`src/sv/ciox_pkg.sv`:
```
// types and constants of the can io expander command decoder
package ciox_pkg;

  localparam int unsigned ANALOG_CHANNELS = 2;
  localparam int unsigned PWM_CHANNELS    = 2;

  localparam logic [11:0] BASE_ID        = 12'h200;
  localparam int unsigned ID_STRIDE_LOG2 = 5;      // stride of 0x20 between devices
  localparam logic [11:0] LAST_IN        = 12'h005;
  localparam logic [11:0] WHOAMI_OFS     = 12'h008;

  localparam logic [7:0]  FW_VERSION       = 8'd1;
  localparam logic [15:0] PWM_PERIOD_CODE  = 16'd5000;
  localparam logic [15:0] TACH_PERIOD_CODE = 16'd66;
  localparam logic [63:0] REPLY_PAYLOAD    =
    {FW_VERSION, 24'd0, PWM_PERIOD_CODE, TACH_PERIOD_CODE};

  localparam logic [7:0] INTERVAL_RESET = 8'd20;

  localparam logic [3:0] LEN_PING = 4'd0;
  localparam logic [3:0] LEN_FULL = 4'd8;
  localparam logic [3:0] LEN_LAST = 4'd5;

  // quotient bits per channel: bit 16 plus 16 fraction bits
  localparam int unsigned DIV_STEPS = 17;
  localparam logic [4:0]  LAST_STEP = 5'(DIV_STEPS - 1);

  typedef enum logic [2:0] {
    OFS_PING   = 3'd0,
    OFS_CONFIG = 3'd1,
    OFS_ANALOG = 3'd2,
    OFS_PWM    = 3'd3,
    OFS_SPARE  = 3'd4,
    OFS_LAST   = 3'd5
  } frame_ofs_e;

  typedef enum logic [1:0] {
    CFG_ENABLE      = 2'd0,
    CFG_DEV_OFFSET  = 2'd1,
    CFG_ANALOG_MASK = 2'd2
  } cfg_idx_e;

  typedef enum logic [2:0] {
    ACT_IGNORE    = 3'd0,
    ACT_IDENTIFY  = 3'd1,
    ACT_CONFIG    = 3'd2,
    ACT_ANALOG    = 3'd3,
    ACT_PWM       = 3'd4,
    ACT_NO_EFFECT = 3'd5
  } action_e;

  typedef enum logic {
    ST_IDLE = 1'b0,
    ST_DIV  = 1'b1
  } state_e;

  typedef struct packed {
    logic [10:0] can_id;
    logic        is_extended;
    logic [3:0]  length;
    logic [63:0] payload;
  } in_item_t;

  typedef struct packed {
    action_e     action;
    logic [10:0] reply_id;
    logic [63:0] reply_payload;
    logic [16:0] duty_a;
    logic        write_a;
    logic [16:0] duty_b;
    logic        write_b;
    logic        is_configured;
    logic [7:0]  adc_interval_ms;
    logic [7:0]  tach_interval_ms;
    logic [7:0]  pwm_select_mask;
    logic [7:0]  tach_input_mask;
  } out_item_t;

endpackage

```
`src/sv/can_io_expander_command_decoder.sv`:
```
// can io expander command decoder: frame decode and serial duty divider
//
// Usage: one received CAN frame enters per item on the in channel
// (valid/ready); exactly one result item leaves on the out channel.
// Configuration registers (enable, device offset, analog mask) are written
// through the cfg channel, which is always ready; write them only while idle.
// Ping, config, ignored and no-effect frames load the output register in the
// cycle the item is accepted, so the result shows in the next cycle.
// Analog and PWM duty frames that write a channel run two restoring
// divisions of 17 steps each on a single shared subtract-compare unit, one
// quotient bit per cycle; the next item can enter in the same cycle the
// result is taken.
// One item is in work at a time. A result that the receiver stalls stays in
// the output register unchanged; the next item is taken as soon as that
// result leaves. Reset clears the output valid, the configuration registers
// and the stored masks and flag, and sets both intervals to 20 ms.
module can_io_expander_command_decoder (
  input  logic                clk_i,
  input  logic                rst_ni,
  input  logic                in_valid_i,
  output logic                in_ready_o,
  input  ciox_pkg::in_item_t  in_data_i,
  output logic                out_valid_o,
  input  logic                out_ready_i,
  output ciox_pkg::out_item_t out_data_o,
  input  logic                cfg_valid_i,
  output logic                cfg_ready_o,
  input  logic [1:0]          cfg_index_i,
  input  logic [5:0]          cfg_data_i
);

  ciox_pkg::state_e state_q, state_d;

  // configuration registers
  logic       enable_q;
  logic [5:0] dev_off_q;
  logic [1:0] an_mask_q;

  // stored device state
  logic       cfgd_q, cfgd_d;
  logic [7:0] pwm_sel_q, pwm_sel_d;
  logic [7:0] tach_mask_q, tach_mask_d;
  logic [7:0] adc_int_q, adc_int_d;
  logic [7:0] tach_int_q, tach_int_d;

  logic       out_valid_q;
  ciox_pkg::out_item_t out_q;

  // divider datapath
  logic [17:0] rem_q, rem_next, rem_diff, rem_sel;
  logic [16:0] period_q;
  logic [16:0] quot_q, quot_next;
  logic        quot_bit;
  logic [4:0]  step_q;
  logic        ch_q;
  logic [16:0] duty0_q;
  logic [16:0] duty_fin;
  logic [31:0] pay_lo_q;
  logic        wr_a_q, wr_b_q;
  ciox_pkg::action_e act_q;

  // decode
  logic [11:0] base_id, rx_id_ext, ofs_full;
  logic        in_window;
  ciox_pkg::frame_ofs_e ofs;
  ciox_pkg::action_e    act;
  logic        wr_a, wr_b, need_div;

  // sequencer strobes
  logic in_accept, out_take, load_ch1, div_done;

  assign in_accept = in_valid_i && in_ready_o;
  assign out_take  = out_valid_q && out_ready_i;
  assign cfg_ready_o = 1'b1;

  always_comb begin
    base_id      = ciox_pkg::BASE_ID + (12'(dev_off_q) << ciox_pkg::ID_STRIDE_LOG2);
    rx_id_ext    = {1'b0, in_data_i.can_id};
    in_window    = enable_q && !in_data_i.is_extended && (rx_id_ext >= base_id) &&
                   (rx_id_ext <= base_id + ciox_pkg::LAST_IN);
    ofs_full     = rx_id_ext - base_id;
    ofs          = ciox_pkg::frame_ofs_e'(ofs_full[2:0]);
    act  = ciox_pkg::ACT_IGNORE;
    wr_a = 1'b0;
    wr_b = 1'b0;
    if (in_window) begin
      case (ofs)
        ciox_pkg::OFS_PING: begin
          if (in_data_i.length == ciox_pkg::LEN_PING) act = ciox_pkg::ACT_IDENTIFY;
        end
        ciox_pkg::OFS_CONFIG: begin
          if (in_data_i.length == ciox_pkg::LEN_FULL) act = ciox_pkg::ACT_CONFIG;
        end
        ciox_pkg::OFS_ANALOG: begin
          if (in_data_i.length == ciox_pkg::LEN_FULL) begin
            act  = ciox_pkg::ACT_ANALOG;
            wr_a = an_mask_q[0] && (ciox_pkg::ANALOG_CHANNELS > 0);
            wr_b = an_mask_q[1] && (ciox_pkg::ANALOG_CHANNELS > 1);
          end
        end
        ciox_pkg::OFS_PWM: begin
          if (in_data_i.length == ciox_pkg::LEN_FULL) begin
            act  = (ciox_pkg::PWM_CHANNELS > 0) ? ciox_pkg::ACT_PWM
                                                 : ciox_pkg::ACT_NO_EFFECT;
            wr_a = (ciox_pkg::PWM_CHANNELS > 0);
            wr_b = (ciox_pkg::PWM_CHANNELS > 1);
          end
        end
        ciox_pkg::OFS_SPARE: begin
          if (in_data_i.length == ciox_pkg::LEN_FULL) act = ciox_pkg::ACT_NO_EFFECT;
        end
        ciox_pkg::OFS_LAST: begin
          if (in_data_i.length == ciox_pkg::LEN_LAST) act = ciox_pkg::ACT_NO_EFFECT;
        end
        default: act = ciox_pkg::ACT_IGNORE;
      endcase
    end
    need_div = wr_a || wr_b;
  end

  // stored state after this item
  always_comb begin
    cfgd_d      = cfgd_q;
    pwm_sel_d   = pwm_sel_q;
    tach_mask_d = tach_mask_q;
    adc_int_d   = adc_int_q;
    tach_int_d  = tach_int_q;
    if (in_accept && act == ciox_pkg::ACT_CONFIG) begin
      cfgd_d      = 1'b1;
      pwm_sel_d   = in_data_i.payload[63:56];
      tach_mask_d = in_data_i.payload[47:40];
      adc_int_d   = in_data_i.payload[31:24];
      tach_int_d  = in_data_i.payload[23:16];
    end
  end

  // shared subtract-compare unit, one quotient bit per cycle
  always_comb begin
    rem_diff  = rem_q - {1'b0, period_q};
    quot_bit  = (rem_q >= {1'b0, period_q});
    rem_sel   = quot_bit ? rem_diff : rem_q;
    rem_next  = {rem_sel[16:0], 1'b0};
    quot_next = {quot_q[15:0], quot_bit};
    duty_fin  = (period_q == 17'd0) ? 17'd0 : quot_next;
  end

  // sequencer
  always_comb begin
    state_d    = state_q;
    in_ready_o = 1'b0;
    load_ch1   = 1'b0;
    div_done   = 1'b0;
    case (state_q)
      ciox_pkg::ST_IDLE: begin
        in_ready_o = !out_valid_q || out_ready_i;
        if (in_accept && need_div) state_d = ciox_pkg::ST_DIV;
      end
      ciox_pkg::ST_DIV: begin
        if (step_q == ciox_pkg::LAST_STEP) begin
          if (!ch_q) begin
            load_ch1 = 1'b1;
          end else begin
            div_done = 1'b1;
            state_d  = ciox_pkg::ST_IDLE;
          end
        end
      end
      default: state_d = ciox_pkg::ST_IDLE;
    endcase
  end

  always_ff @(posedge clk_i or negedge rst_ni) begin
    if (!rst_ni) begin
      state_q     <= ciox_pkg::ST_IDLE;
      out_valid_q <= 1'b0;
      enable_q    <= 1'b0;
      dev_off_q   <= '0;
      an_mask_q   <= '0;
      cfgd_q      <= 1'b0;
      pwm_sel_q   <= '0;
      tach_mask_q <= '0;
      adc_int_q   <= ciox_pkg::INTERVAL_RESET;
      tach_int_q  <= ciox_pkg::INTERVAL_RESET;
    end else begin
      state_q     <= state_d;
      cfgd_q      <= cfgd_d;
      pwm_sel_q   <= pwm_sel_d;
      tach_mask_q <= tach_mask_d;
      adc_int_q   <= adc_int_d;
      tach_int_q  <= tach_int_d;
      if (cfg_valid_i) begin
        case (cfg_index_i)
          ciox_pkg::CFG_ENABLE:      enable_q  <= cfg_data_i[0];
          ciox_pkg::CFG_DEV_OFFSET:  dev_off_q <= cfg_data_i;
          ciox_pkg::CFG_ANALOG_MASK: an_mask_q <= cfg_data_i[1:0];
          default: ;
        endcase
      end
      if ((in_accept && !need_div) || div_done) begin
        out_valid_q <= 1'b1;
      end else if (out_take) begin
        out_valid_q <= 1'b0;
      end
    end
  end

  always_ff @(posedge clk_i) begin
    if (in_accept) begin
      act_q    <= act;
      wr_a_q   <= wr_a;
      wr_b_q   <= wr_b;
      pay_lo_q <= in_data_i.payload[31:0];
      rem_q    <= {2'b00, in_data_i.payload[63:48]};
      period_q <= {1'b0, in_data_i.payload[63:48]} + {1'b0, in_data_i.payload[47:32]};
      step_q   <= '0;
      ch_q     <= 1'b0;
      if (!need_div) begin
        out_q.action        <= act;
        out_q.reply_id      <= (act == ciox_pkg::ACT_IDENTIFY) ?
                               11'(base_id + ciox_pkg::WHOAMI_OFS) : 11'd0;
        out_q.reply_payload <= (act == ciox_pkg::ACT_IDENTIFY) ?
                               ciox_pkg::REPLY_PAYLOAD : 64'd0;
        out_q.duty_a        <= '0;
        out_q.write_a       <= 1'b0;
        out_q.duty_b        <= '0;
        out_q.write_b       <= 1'b0;
      end
    end else if (state_q == ciox_pkg::ST_DIV) begin
      quot_q <= quot_next;
      if (load_ch1) begin
        duty0_q  <= duty_fin;
        rem_q    <= {2'b00, pay_lo_q[31:16]};
        period_q <= {1'b0, pay_lo_q[31:16]} + {1'b0, pay_lo_q[15:0]};
        step_q   <= '0;
        ch_q     <= 1'b1;
      end else begin
        rem_q  <= rem_next;
        step_q <= step_q + 5'd1;
      end
      if (div_done) begin
        out_q.action        <= act_q;
        out_q.reply_id      <= '0;
        out_q.reply_payload <= '0;
        out_q.duty_a        <= wr_a_q ? duty0_q : 17'd0;
        out_q.write_a       <= wr_a_q;
        out_q.duty_b        <= wr_b_q ? duty_fin : 17'd0;
        out_q.write_b       <= wr_b_q;
      end
    end
    // status fields always show the stored state after the item
    if ((in_accept && !need_div) || div_done) begin
      out_q.is_configured    <= cfgd_d;
      out_q.adc_interval_ms  <= adc_int_d;
      out_q.tach_interval_ms <= tach_int_d;
      out_q.pwm_select_mask  <= pwm_sel_d;
      out_q.tach_input_mask  <= tach_mask_d;
    end
  end

  assign out_valid_o = out_valid_q;
  assign out_data_o  = out_q;

endmodule

```
`config.mk`:
```
export PLATFORM = sky130hd
export DESIGN_NAME = can_io_expander_command_decoder
export DESIGN_NICKNAME = d
export VERILOG_FILES = /design/src/sv/ciox_pkg.sv /design/src/sv/can_io_expander_command_decoder.sv
export SDC_FILE = /design/constraint.sdc
export NUM_CORES = 1
export LEC_CHECK = 0
export BUFFER_PORTS_ARGS = -buffer_cell sky130_fd_sc_hd__buf_2
export CAP_MARGIN = 20
export CORE_MARGIN = 1.5
export CORE_UTILIZATION = 40
export CTS_CLUSTER_DIAMETER = 200
export CTS_CLUSTER_SIZE = 12
export DETAILED_ROUTE_END_ITERATION = 8
export SLEW_MARGIN = 30
export SYNTH_ARGS = -nofsm -noshare
export SYNTH_HDL_FRONTEND = slang
export SYNTH_SLANG_ARGS = --single-unit
```
`constraint.sdc`:
```
create_clock -name clk_i -period 9.3 [get_ports clk_i]
set_clock_uncertainty 0.1 [all_clocks]
set_input_delay 0.93 -clock clk_i [delete_from_list [all_inputs] [get_ports clk_i]]
set_output_delay 0.93 -clock clk_i [all_outputs]
set_load 0.05 [all_outputs]
```
# Word-level counts from Yosys, hierarchy flattened
# Cells that the tools add are included.
# Widths: inputs -> output; s select.
# word_totals
out_inout_bits	150
in_bits	93
elab_cells	138
ff_bits	302
# classes
n_reduce_logical	30
n_lt_le_gt_ge	3
mux	49
n_bitwise	2
n_eq_ne	13
addsub	8
# op_table
operator	n
$mux 114	4
$mux 17	7
$mux 57	1
$add 16x16->17	2
$mux 16	2
$mux 8	4
$ge 18x17->1	1
$mux 1	18
$mux 18	1
$pmux 3 s6	1
$logic_not 17->1	1
$sub 17x17->17	1
$add 10x11->12 const A	1
$add 12x3->12 const B	1
$ge 11x12->1	1
$le 11x12->1	1
$mux 3	4
$reduce_and 2->1	6
$add 11x4->11 const B	1
$mux 11	1
$eq 3x2->1 const B	3
$logic_and 1x1->1	8
$reduce_bool 2->1	4
$eq 3x1->1 const B	2
other kinds (19)	29

# Longest topological paths before layout
# Gate-level depths: netlist of run 1.
# logic_depth
word_depth	10
depth_mapped	12
depth_no_buf	11

# Least setup slack after synthesis of run 1
# OpenSTA, ideal clock, no wires.
# synth_path
kind	in2reg
start	input out_ready_i
end	register out_q, in the netlist out_data_o[136] (enable)
setup_ns	0.517
stages	6
path_buffers	2
path_slack_ns	2.803
t_arrival_ns	5.880
t_required_ns	8.683
cell_sequence	inv_1 > a21oi_1 > nand2_1 > clkbuf_1 > clkbuf_1 > o21ai_0
# synth_between
elab_chain_cells	5
elab_cells_between_ends	7
classes_between	eq/ne (1); mux (1); reduce/logical (5)
# synth_lines
element	line_no	text
start: declaration	can_io_expander_command_decoder.sv:24	input logic out_ready_i,
$logic_or 1x1->1 *	can_io_expander_command_decoder.sv:155	in_ready_o = !out_valid_q || out_ready_i;
$mux 1 *	can_io_expander_command_decoder.sv:153	case (state_q)
via in_ready_o	can_io_expander_command_decoder.sv:21	output logic in_ready_o,
$logic_and 1x1->1 *	can_io_expander_command_decoder.sv:72	assign in_accept = in_valid_i && in_ready_o;
$ne 2x2->1 (no source line) / $reduce_bool 2->1 (equally long branches)	--	
$reduce_and 3->1 (no source line) *	--	
end: declaration	can_io_expander_command_decoder.sv:47	ciox_pkg::out_item_t out_q;
# The timed path passes the listed nets; every way through them passes the cells marked *.
# A chain may end at the register's enable or synchronous reset.

# Worst setup path in the final report of run 1
# layout_path
start	register dev_off_q[4]
end	register out_q, in the netlist out_data_o[65] (enable)
# layout_between
elab_chain_cells	8
elab_cells_between_ends	11
classes_between	add/sub (2); order compare (2); eq/ne (1); mux (2); reduce/logical (4)
# layout_lines
element	line_no	text
start: declaration	can_io_expander_command_decoder.sv:36	logic [5:0] dev_off_q;
start signal: assignment	can_io_expander_command_decoder.sv:194	ciox_pkg::CFG_DEV_OFFSET: dev_off_q <= cfg_data_i;
$add 10x11->12 *	can_io_expander_command_decoder.sv:77	base_id = ciox_pkg::BASE_ID + (12'(dev_off_q) << ciox_pkg::ID_STRIDE_LOG2);
via base_id[10]	can_io_expander_command_decoder.sv:63	logic [11:0] base_id, rx_id_ext, ofs_full;
$add 12x3->12 / $ge 11x12->1 (equally long branches)	can_io_expander_command_decoder.sv:80, can_io_expander_command_decoder.sv:79	
$le 11x12->1 / $logic_and 1x1->1 (equally long branches)	can_io_expander_command_decoder.sv:80, can_io_expander_command_decoder.sv:79	
$logic_and 1x1->1 *	can_io_expander_command_decoder.sv:79	in_window = enable_q && !in_data_i.is_extended && (rx_id_ext >= base_id) &&
$mux 1	can_io_expander_command_decoder.sv:86	if (in_window) begin
$logic_or 1x1->1 *	can_io_expander_command_decoder.sv:118	need_div = wr_a || wr_b;
$ne 2x2->1 (no source line) *	--	
$reduce_and 3->1 (no source line) *	--	
# Marks and branches as above.

==> results of run 1 <==
registers in the layout, indices dropped and copies added (netlist names), 2 cells and up:
signal	flops
quot_q	16
tach_int_q	8
act_q	3
dev_off_q	6
adc_int_q	8
period_q	17
pwm_sel_q	8
out_data_o	80
duty0_q	17
step_q	5
an_mask_q	2
tach_mask_q	8
pay_lo_q	32
rem_q	18
per-layer routing:
layer / global-route usage / part of all wire / up-vias
li1: - / - / 3765
met3: 0.0385 / 0.059 / 43
met5: 0 / 0 / -
met1: 0.218 / 0.46 / 3679
met2: 0.242 / 0.45 / 210
met4: 0.0495 / 0.027 / 0
layout by cell type, fill, tap and decap left out, drive strengths merged, types with 7 or more instances in the layout:
master  synthesis  routed
mux2           43      43
ha             59      59
a21oi          48      48
nand4           8       8
xor2           25      25
dfrtp          40      40
and2            7       7
buf            79     190
o21ai          49      49
a21o           20      20
o211ai          8       8
nand2b         11      11
mux2i          15      15
clkbuf         20      40
nor2b          21      21
xnor2          16      16
conb            2      61
a22oi          14      14
edfxtp        183     183
nor2           43      43
nor3           13      13
dfxtp           8       8
inv            49      50
nand3          10      10
and3           34      34
nand2          39      39
nor4           11      11
path summary, 6_finish.rpt:
| check | from | end | slack, ns |
|---|---|---|---|
| max | dev_off_q[4] | out_data_o[65] | 5.73 |
| min | quot_q[12] | quot_q[13] | 0.34 |
| max reg2reg | dev_off_q[4] | out_data_o[65] | 5.73 |
| min reg2reg | quot_q[12] | quot_q[13] | 0.34 |
| max in group asynchronous | rst_ni | state_q | 8.23 |
| min in group asynchronous | rst_ni | tach_int_q[1] | 0.39 |
cell type report:
cell class                      instances  area share
Sequential cell                       235       0.493
Multi-Input combinational cell        632       0.339
Timing Repair Buffer                  190      0.0709
Clock buffer                           40      0.0466
Tap cell                              390      0.0356
Inverter                               49      0.0134
Clock inverter                          2     0.00119
Antenna cell                            1    0.000182
cells by family (layout without fill, tap and decap cells):
family                     Yosys count  count (layout)  synth area share
buffers and inverters              148             281            0.0702
other                                2              62          0.000626
muxes                               58              58            0.0619
xor gates and xnor gates            41              41            0.0299
and+or+nand+nor                    217             217            0.0983
DFF                                235             235             0.563
AOI/OAI and AO/OA                  193             193             0.109
adders and majority gates           62              62            0.0665
per-stage QoR:
stage | std cells | hold WS (ns) | setup WS (ns)
after floorplan | 1015 | 0.318 | 2.80
after global placement | 1495 | 0.323 | 5.49
after detailed placement | 1496 | 0.328 | 5.40
after CTS | 1538 | 0.342 | 5.67
after global routing | 1539 | 0.353 | 5.44
final | 1539 | 0.340 | 5.73
critical path, cell delays in order (launching register included):
cell,delay (ns)
dfrtp_1,0.43
ha_1,0.32
inv_1,0.05
ha_1,0.29
nand4b_1,0.17
a2111oi_4,0.45
o211ai_4,0.20
a2111oi_2,0.71
o21ai_4,0.18
buf_4,0.33
synth_stat cells, drive strengths merged (4+ instances only):
library cell    n
and3           34
dfstp           4
nor3           13
xor2           25
dfrtp          40
a211oi          6
nor2b          21
o211ai          8
ha             59
o21ai          49
a22oi          14
a21o           20
nand2b         11
inv            49
clkbuf         20
dfxtp           8
nor4           11
nand3b          5
nor2           43
and2            7
nand4           8
nand2          39
a31oi           6
nand3          10
mux2           43
buf            79
a21oi          48
mux2i          15
edfxtp        183
o31ai           4
a22o            4
xnor2          16
power by group:
| group | total, mW | switching, mW | internal [mW] |
|---|---|---|---|
| Combinational | 0.588 | 0.396 | 0.193 |
| Clock | 0.842 | 0.376 | 0.465 |
| Sequential | 1.24 | 0.0316 | 1.21 |
| Total | 2.67 | 0.804 | 1.86 |
==> reports/qor.csv, run 1 <==
metric;value;unit
status;complete, no violations;
later-pin clock latency in the skew report;0.52;ns
crit start category;register;
RSZ-0062 raised after global routing;false;
WHS Path Cells;0;
Post-synth top flop;edfxtp_1;
# fillers;2746;
area leader, netlist;edfxtp_1;
hpwl dp;18000;um
syn avg cell area;12.6;um^2
Worst slew margin;0.419;
top-area cell type share of the netlist area;0.458;
Reg area;0.00676;mm^2
input/output buffers;181;
Hold Violations, Final;0;
post-synthesis sequential area ratio;0.563;
# hold bufs at CTS;0;
multi-input logic area;0.00465;mm^2
starting density of the core;0.406;
CTS Sinks;235;
Tcrit/Tclk final;0.384;
vias in the first global route;7355;
num rows;63;
Pins Over Slew Limit;0;
clock slew at reported path FFs;0.06;ns
maximum vdd drop;132;uV
die area;0.0311;mm^2
Leak;5.97;nW
CP max FO;41;
post-CTS setup buffer count;0;
I/O Pins;243;
CTS resizes;0;
Layout Area Growth over Synthesis;14.3;%
CTS max path bufs;3;
Final Net Count;1286;
via count;7697;
Async S/R FF share, synth;0.187;
Worst setup EP type;register;
Worst Reg-to-Reg Cells;9;
CTS tree;built;
Final Util;0.464;
Post-synth EDFFs;183;
CP Data Arrival Time;3.67;ns
Yosys reg bits;235;
Worst Tran Pin Value;0.871;ns
largest cells by area after synthesis;edfxtp_1 46%, dfrtp_1 8.3%, ha_1 6.2%;
Root Driver;clkbuf_16;
post-route ant nets;0;
CP required;9.40;ns
setup TNS;0;ns
Design Area, Final;0.0137;mm^2
Pwr Density;194;mW/mm^2
Synth Cell Area;0.0120;mm^2
Std-Cell Core Area;0.0296;mm^2
FMAX;0.280;GHz
Routed WL;24900;um
final setup vio count;0;
routability cong.;0.869;
die height;176;um
DR WL/cell;16.2;um
Cell variety after synth;78;
share of layout cells above drive strength 1;0.247;
first-pass iteration count of the detailed router;5;
CTS H-Tree Depth;1;
first-pass GRT wire length;39000;um
Hold WC Path Type;reg -> reg;
largest net degree at the start of global routing;75;
initial antenna violation count;1;
Syn. warnings;0;
Setup CP Type;reg -> reg;
die width;176;um
Initial DRC Count;419;
Design Power;2.67;mW
max_cap viols;0;
Placed Area;0.0131;mm^2
drc violations;0;
crit path time final;3.57;ns
GRT overflow;0;
GRT Total Usage;0.157;
CTS buffer count;23;
post-DR vias/cell;5.00;
cell count after synthesis;956;
Note: power is estimated with default switching activity, not from simulation.
==> run 2: changes to the inputs <==
Clock period 9.3 ns to 3.35 ns, I/O delays scaled along.
==> run 2 against run 1 <==
  * Die area is the same
  * Fmax is 14% higher
  * Sequential share of layout area fell by 2.0 points
  * Critical path type unchanged
  * Sequential power increased to 2.8 times the previous value
  * Routed wire length up 4.1%
  * Setup slack worse by 5.5 ns
  * Final cell count up 3.8%
  * Count of clock-buffer cells in the layout unchanged
  * Hold slack worse by 0.32 ns
  * Via count grew 3.0%
  * Largest power group unchanged
  * Combinational power grew to 2.9 times the previous value
  * First-iteration DRC count is 6.0% lower
==> reports/qor.csv, run 2 (synthesis results as in run 1) <==
metric;value;unit
status;complete, no violations;
WHS Path Cells;2;
max FFs per register;80;
clock slew at reported path FFs;0.07;ns
initial antenna violation count;6;
highest-delay cell along the critical path;edfxtp_1;
hpwl dp;18300;um
num rows;63;
crit-path cells;ha_1 -> fa_1 -> nand2b_1 -> a21oi_2 -> o2111ai_1 -> a21oi_1 -> a21oi_2 -> inv_2 -> mux2i_1 -> o21ai_1;
GRT overflow;0;
max_cap viols;0;
Worst Reg-to-Reg Cells;10;
post-route ant nets;0;
CP Data Arrival Time;3.29;ns
Pins Over Slew Limit;0;
final setup vio count;0;
post-DR vias/cell;4.96;
combinational share of power;0.226;
hold path endpoint;tach_mask_q[2];
vias in the first global route;7616;
CTS resizes;0;
CTS tree;built;
Tcrit/Tclk final;0.932;
Root Driver;clkbuf_16;
Worst Hold Slack;0.0169;ns
Hold Violations, Final;0;
routability cong.;0.826;
leading cell type in the layout, fill and taps excluded;edfxtp_1;
Critical Path Max Stage Delay;0.45;ns
FMAX;0.320;GHz
die area;0.0311;mm^2
crit path time final;3.12;ns
commonest cells after routing, fill and taps aside;183 x edfxtp_1, 180 x buf_2, 61 x conb_1;
Layout Area Growth over Synthesis;19.2;%
starting density of the core;0.406;
most used cell, CP;a21oi_2;
die width;176;um
R2R setup slack;0.23;ns
Switch Pwr;2.25;mW
maximum vdd drop;361;uV
Net Sw Frac;0.301;
Pwr Density;523;mW/mm^2
I/O Pins;243;
dpl cells;1506;
CTS max path bufs;3;
crit start category;register;
CTS Sinks;235;
Setup CP Type;reg -> reg;
hold path startpoint;in_data_i[42];
setup TNS;0;ns
Leak;6.23;nW
Worst Tran Pin Value;0.741;ns
CP max FO;13;
Routed WL;25900;um
input/output buffers;181;
Non-Filler Instances;1597;
Worst setup EP type;register;
Int Power;5.22;mW
RSZ-0062 raised after global routing;false;
largest net degree at the start of global routing;74;
GRT Total Usage;0.162;
Std-Cell Core Area;0.0296;mm^2
share of layout cells above drive strength 1;0.244;
Initial DRC Count;394;
first-pass iteration count of the detailed router;4;
reg2reg end;rem_q[5];
later-pin clock latency in the skew report;0.52;ns
Critical R2R Launch;period_q[0];
Reg power frac;0.459;
Final Util;0.484;
Design Power;7.48;mW
Worst slew margin;0.504;
Final Net Count;1341;
CP required;3.52;ns
drc violations;0;
CP bufs+invs;1;
CTS H-Tree Depth;1;
post-CTS setup buffer count;0;
Crit path max-delay family;compound AO/OA/AOI/OAI gates;
CTS buffer count;23;
DR WL/cell;16.2;um
Hold WC Path Type;in -> reg;
# fillers;2675;
clock power share;0.314;
die height;176;um
via count;7927;
first-pass GRT wire length;39800;um
-- run 2: worst max-delay path by stage --
stage / endpoint / start / cells past startpoint
after CTS: out_data_o[42] / dev_off_q[4] / 11
after global placement: out_data_o[13] / dev_off_q[4] / 9
after detailed placement: out_data_o[58] / dev_off_q[4] / 11
after global routing: rem_q[5] / period_q[0] / 10
final: rem_q[5] / period_q[0] / 10
after floorplan: out_valid_o / dev_off_q[4] / 9
-- run 2: per-layer routing --
metal / up-vias / track usage / routed length [um]
li1: 3878 / - / -
met3: 41 / 0.0289 / 1200
met4: 4 / 0.0513 / 617
met5: - / 0 / 26
met1: 3789 / 0.221 / 12100
met2: 215 / 0.263 / 12000
-- run 2: per-stage QoR --
stage | instance area (um^2) | worst slack (ns)
after global placement | 13200 | 0.0950
after global routing | 14300 | 0.0279
after detailed placement | 13200 | 0.229
final | 14300 | 0.226
after CTS | 14300 | 0.222
after floorplan | 12300 | 0.110
-- run 2: cell type report --
type	instances	area, um^2	area share
antenna	4	10.0	0.000700
clock buffer	40	639	0.0447
clock inverter	2	16.3	0.00114
inverter	49	184	0.0129
multi-input combinational	632	4660	0.326
sequential	235	6760	0.473
tap	390	488	0.0341
timing repair buffer	245	1550	0.108
-- run 2: what timing repair did --
item / CTS / global route
hold endpoints to repair: 92 / 0
endpoints found under the setup margin: 0 / 0
hold buffers: 45 / 0
-- run 2: power by group through the flow --
stage / combinational [mW] / sequential (mW) / clock [mW]
6_report: 1.69 / 3.43 / 2.35
5_1_grt: 1.85 / 3.45 / 2.52
2_1_floorplan: 1.14 / 3.66 / 0
3_5_place_dp: 1.64 / 3.49 / 0
3_3_place_gp: 1.62 / 3.50 / 0
4_1_cts: 1.69 / 3.44 / 2.42
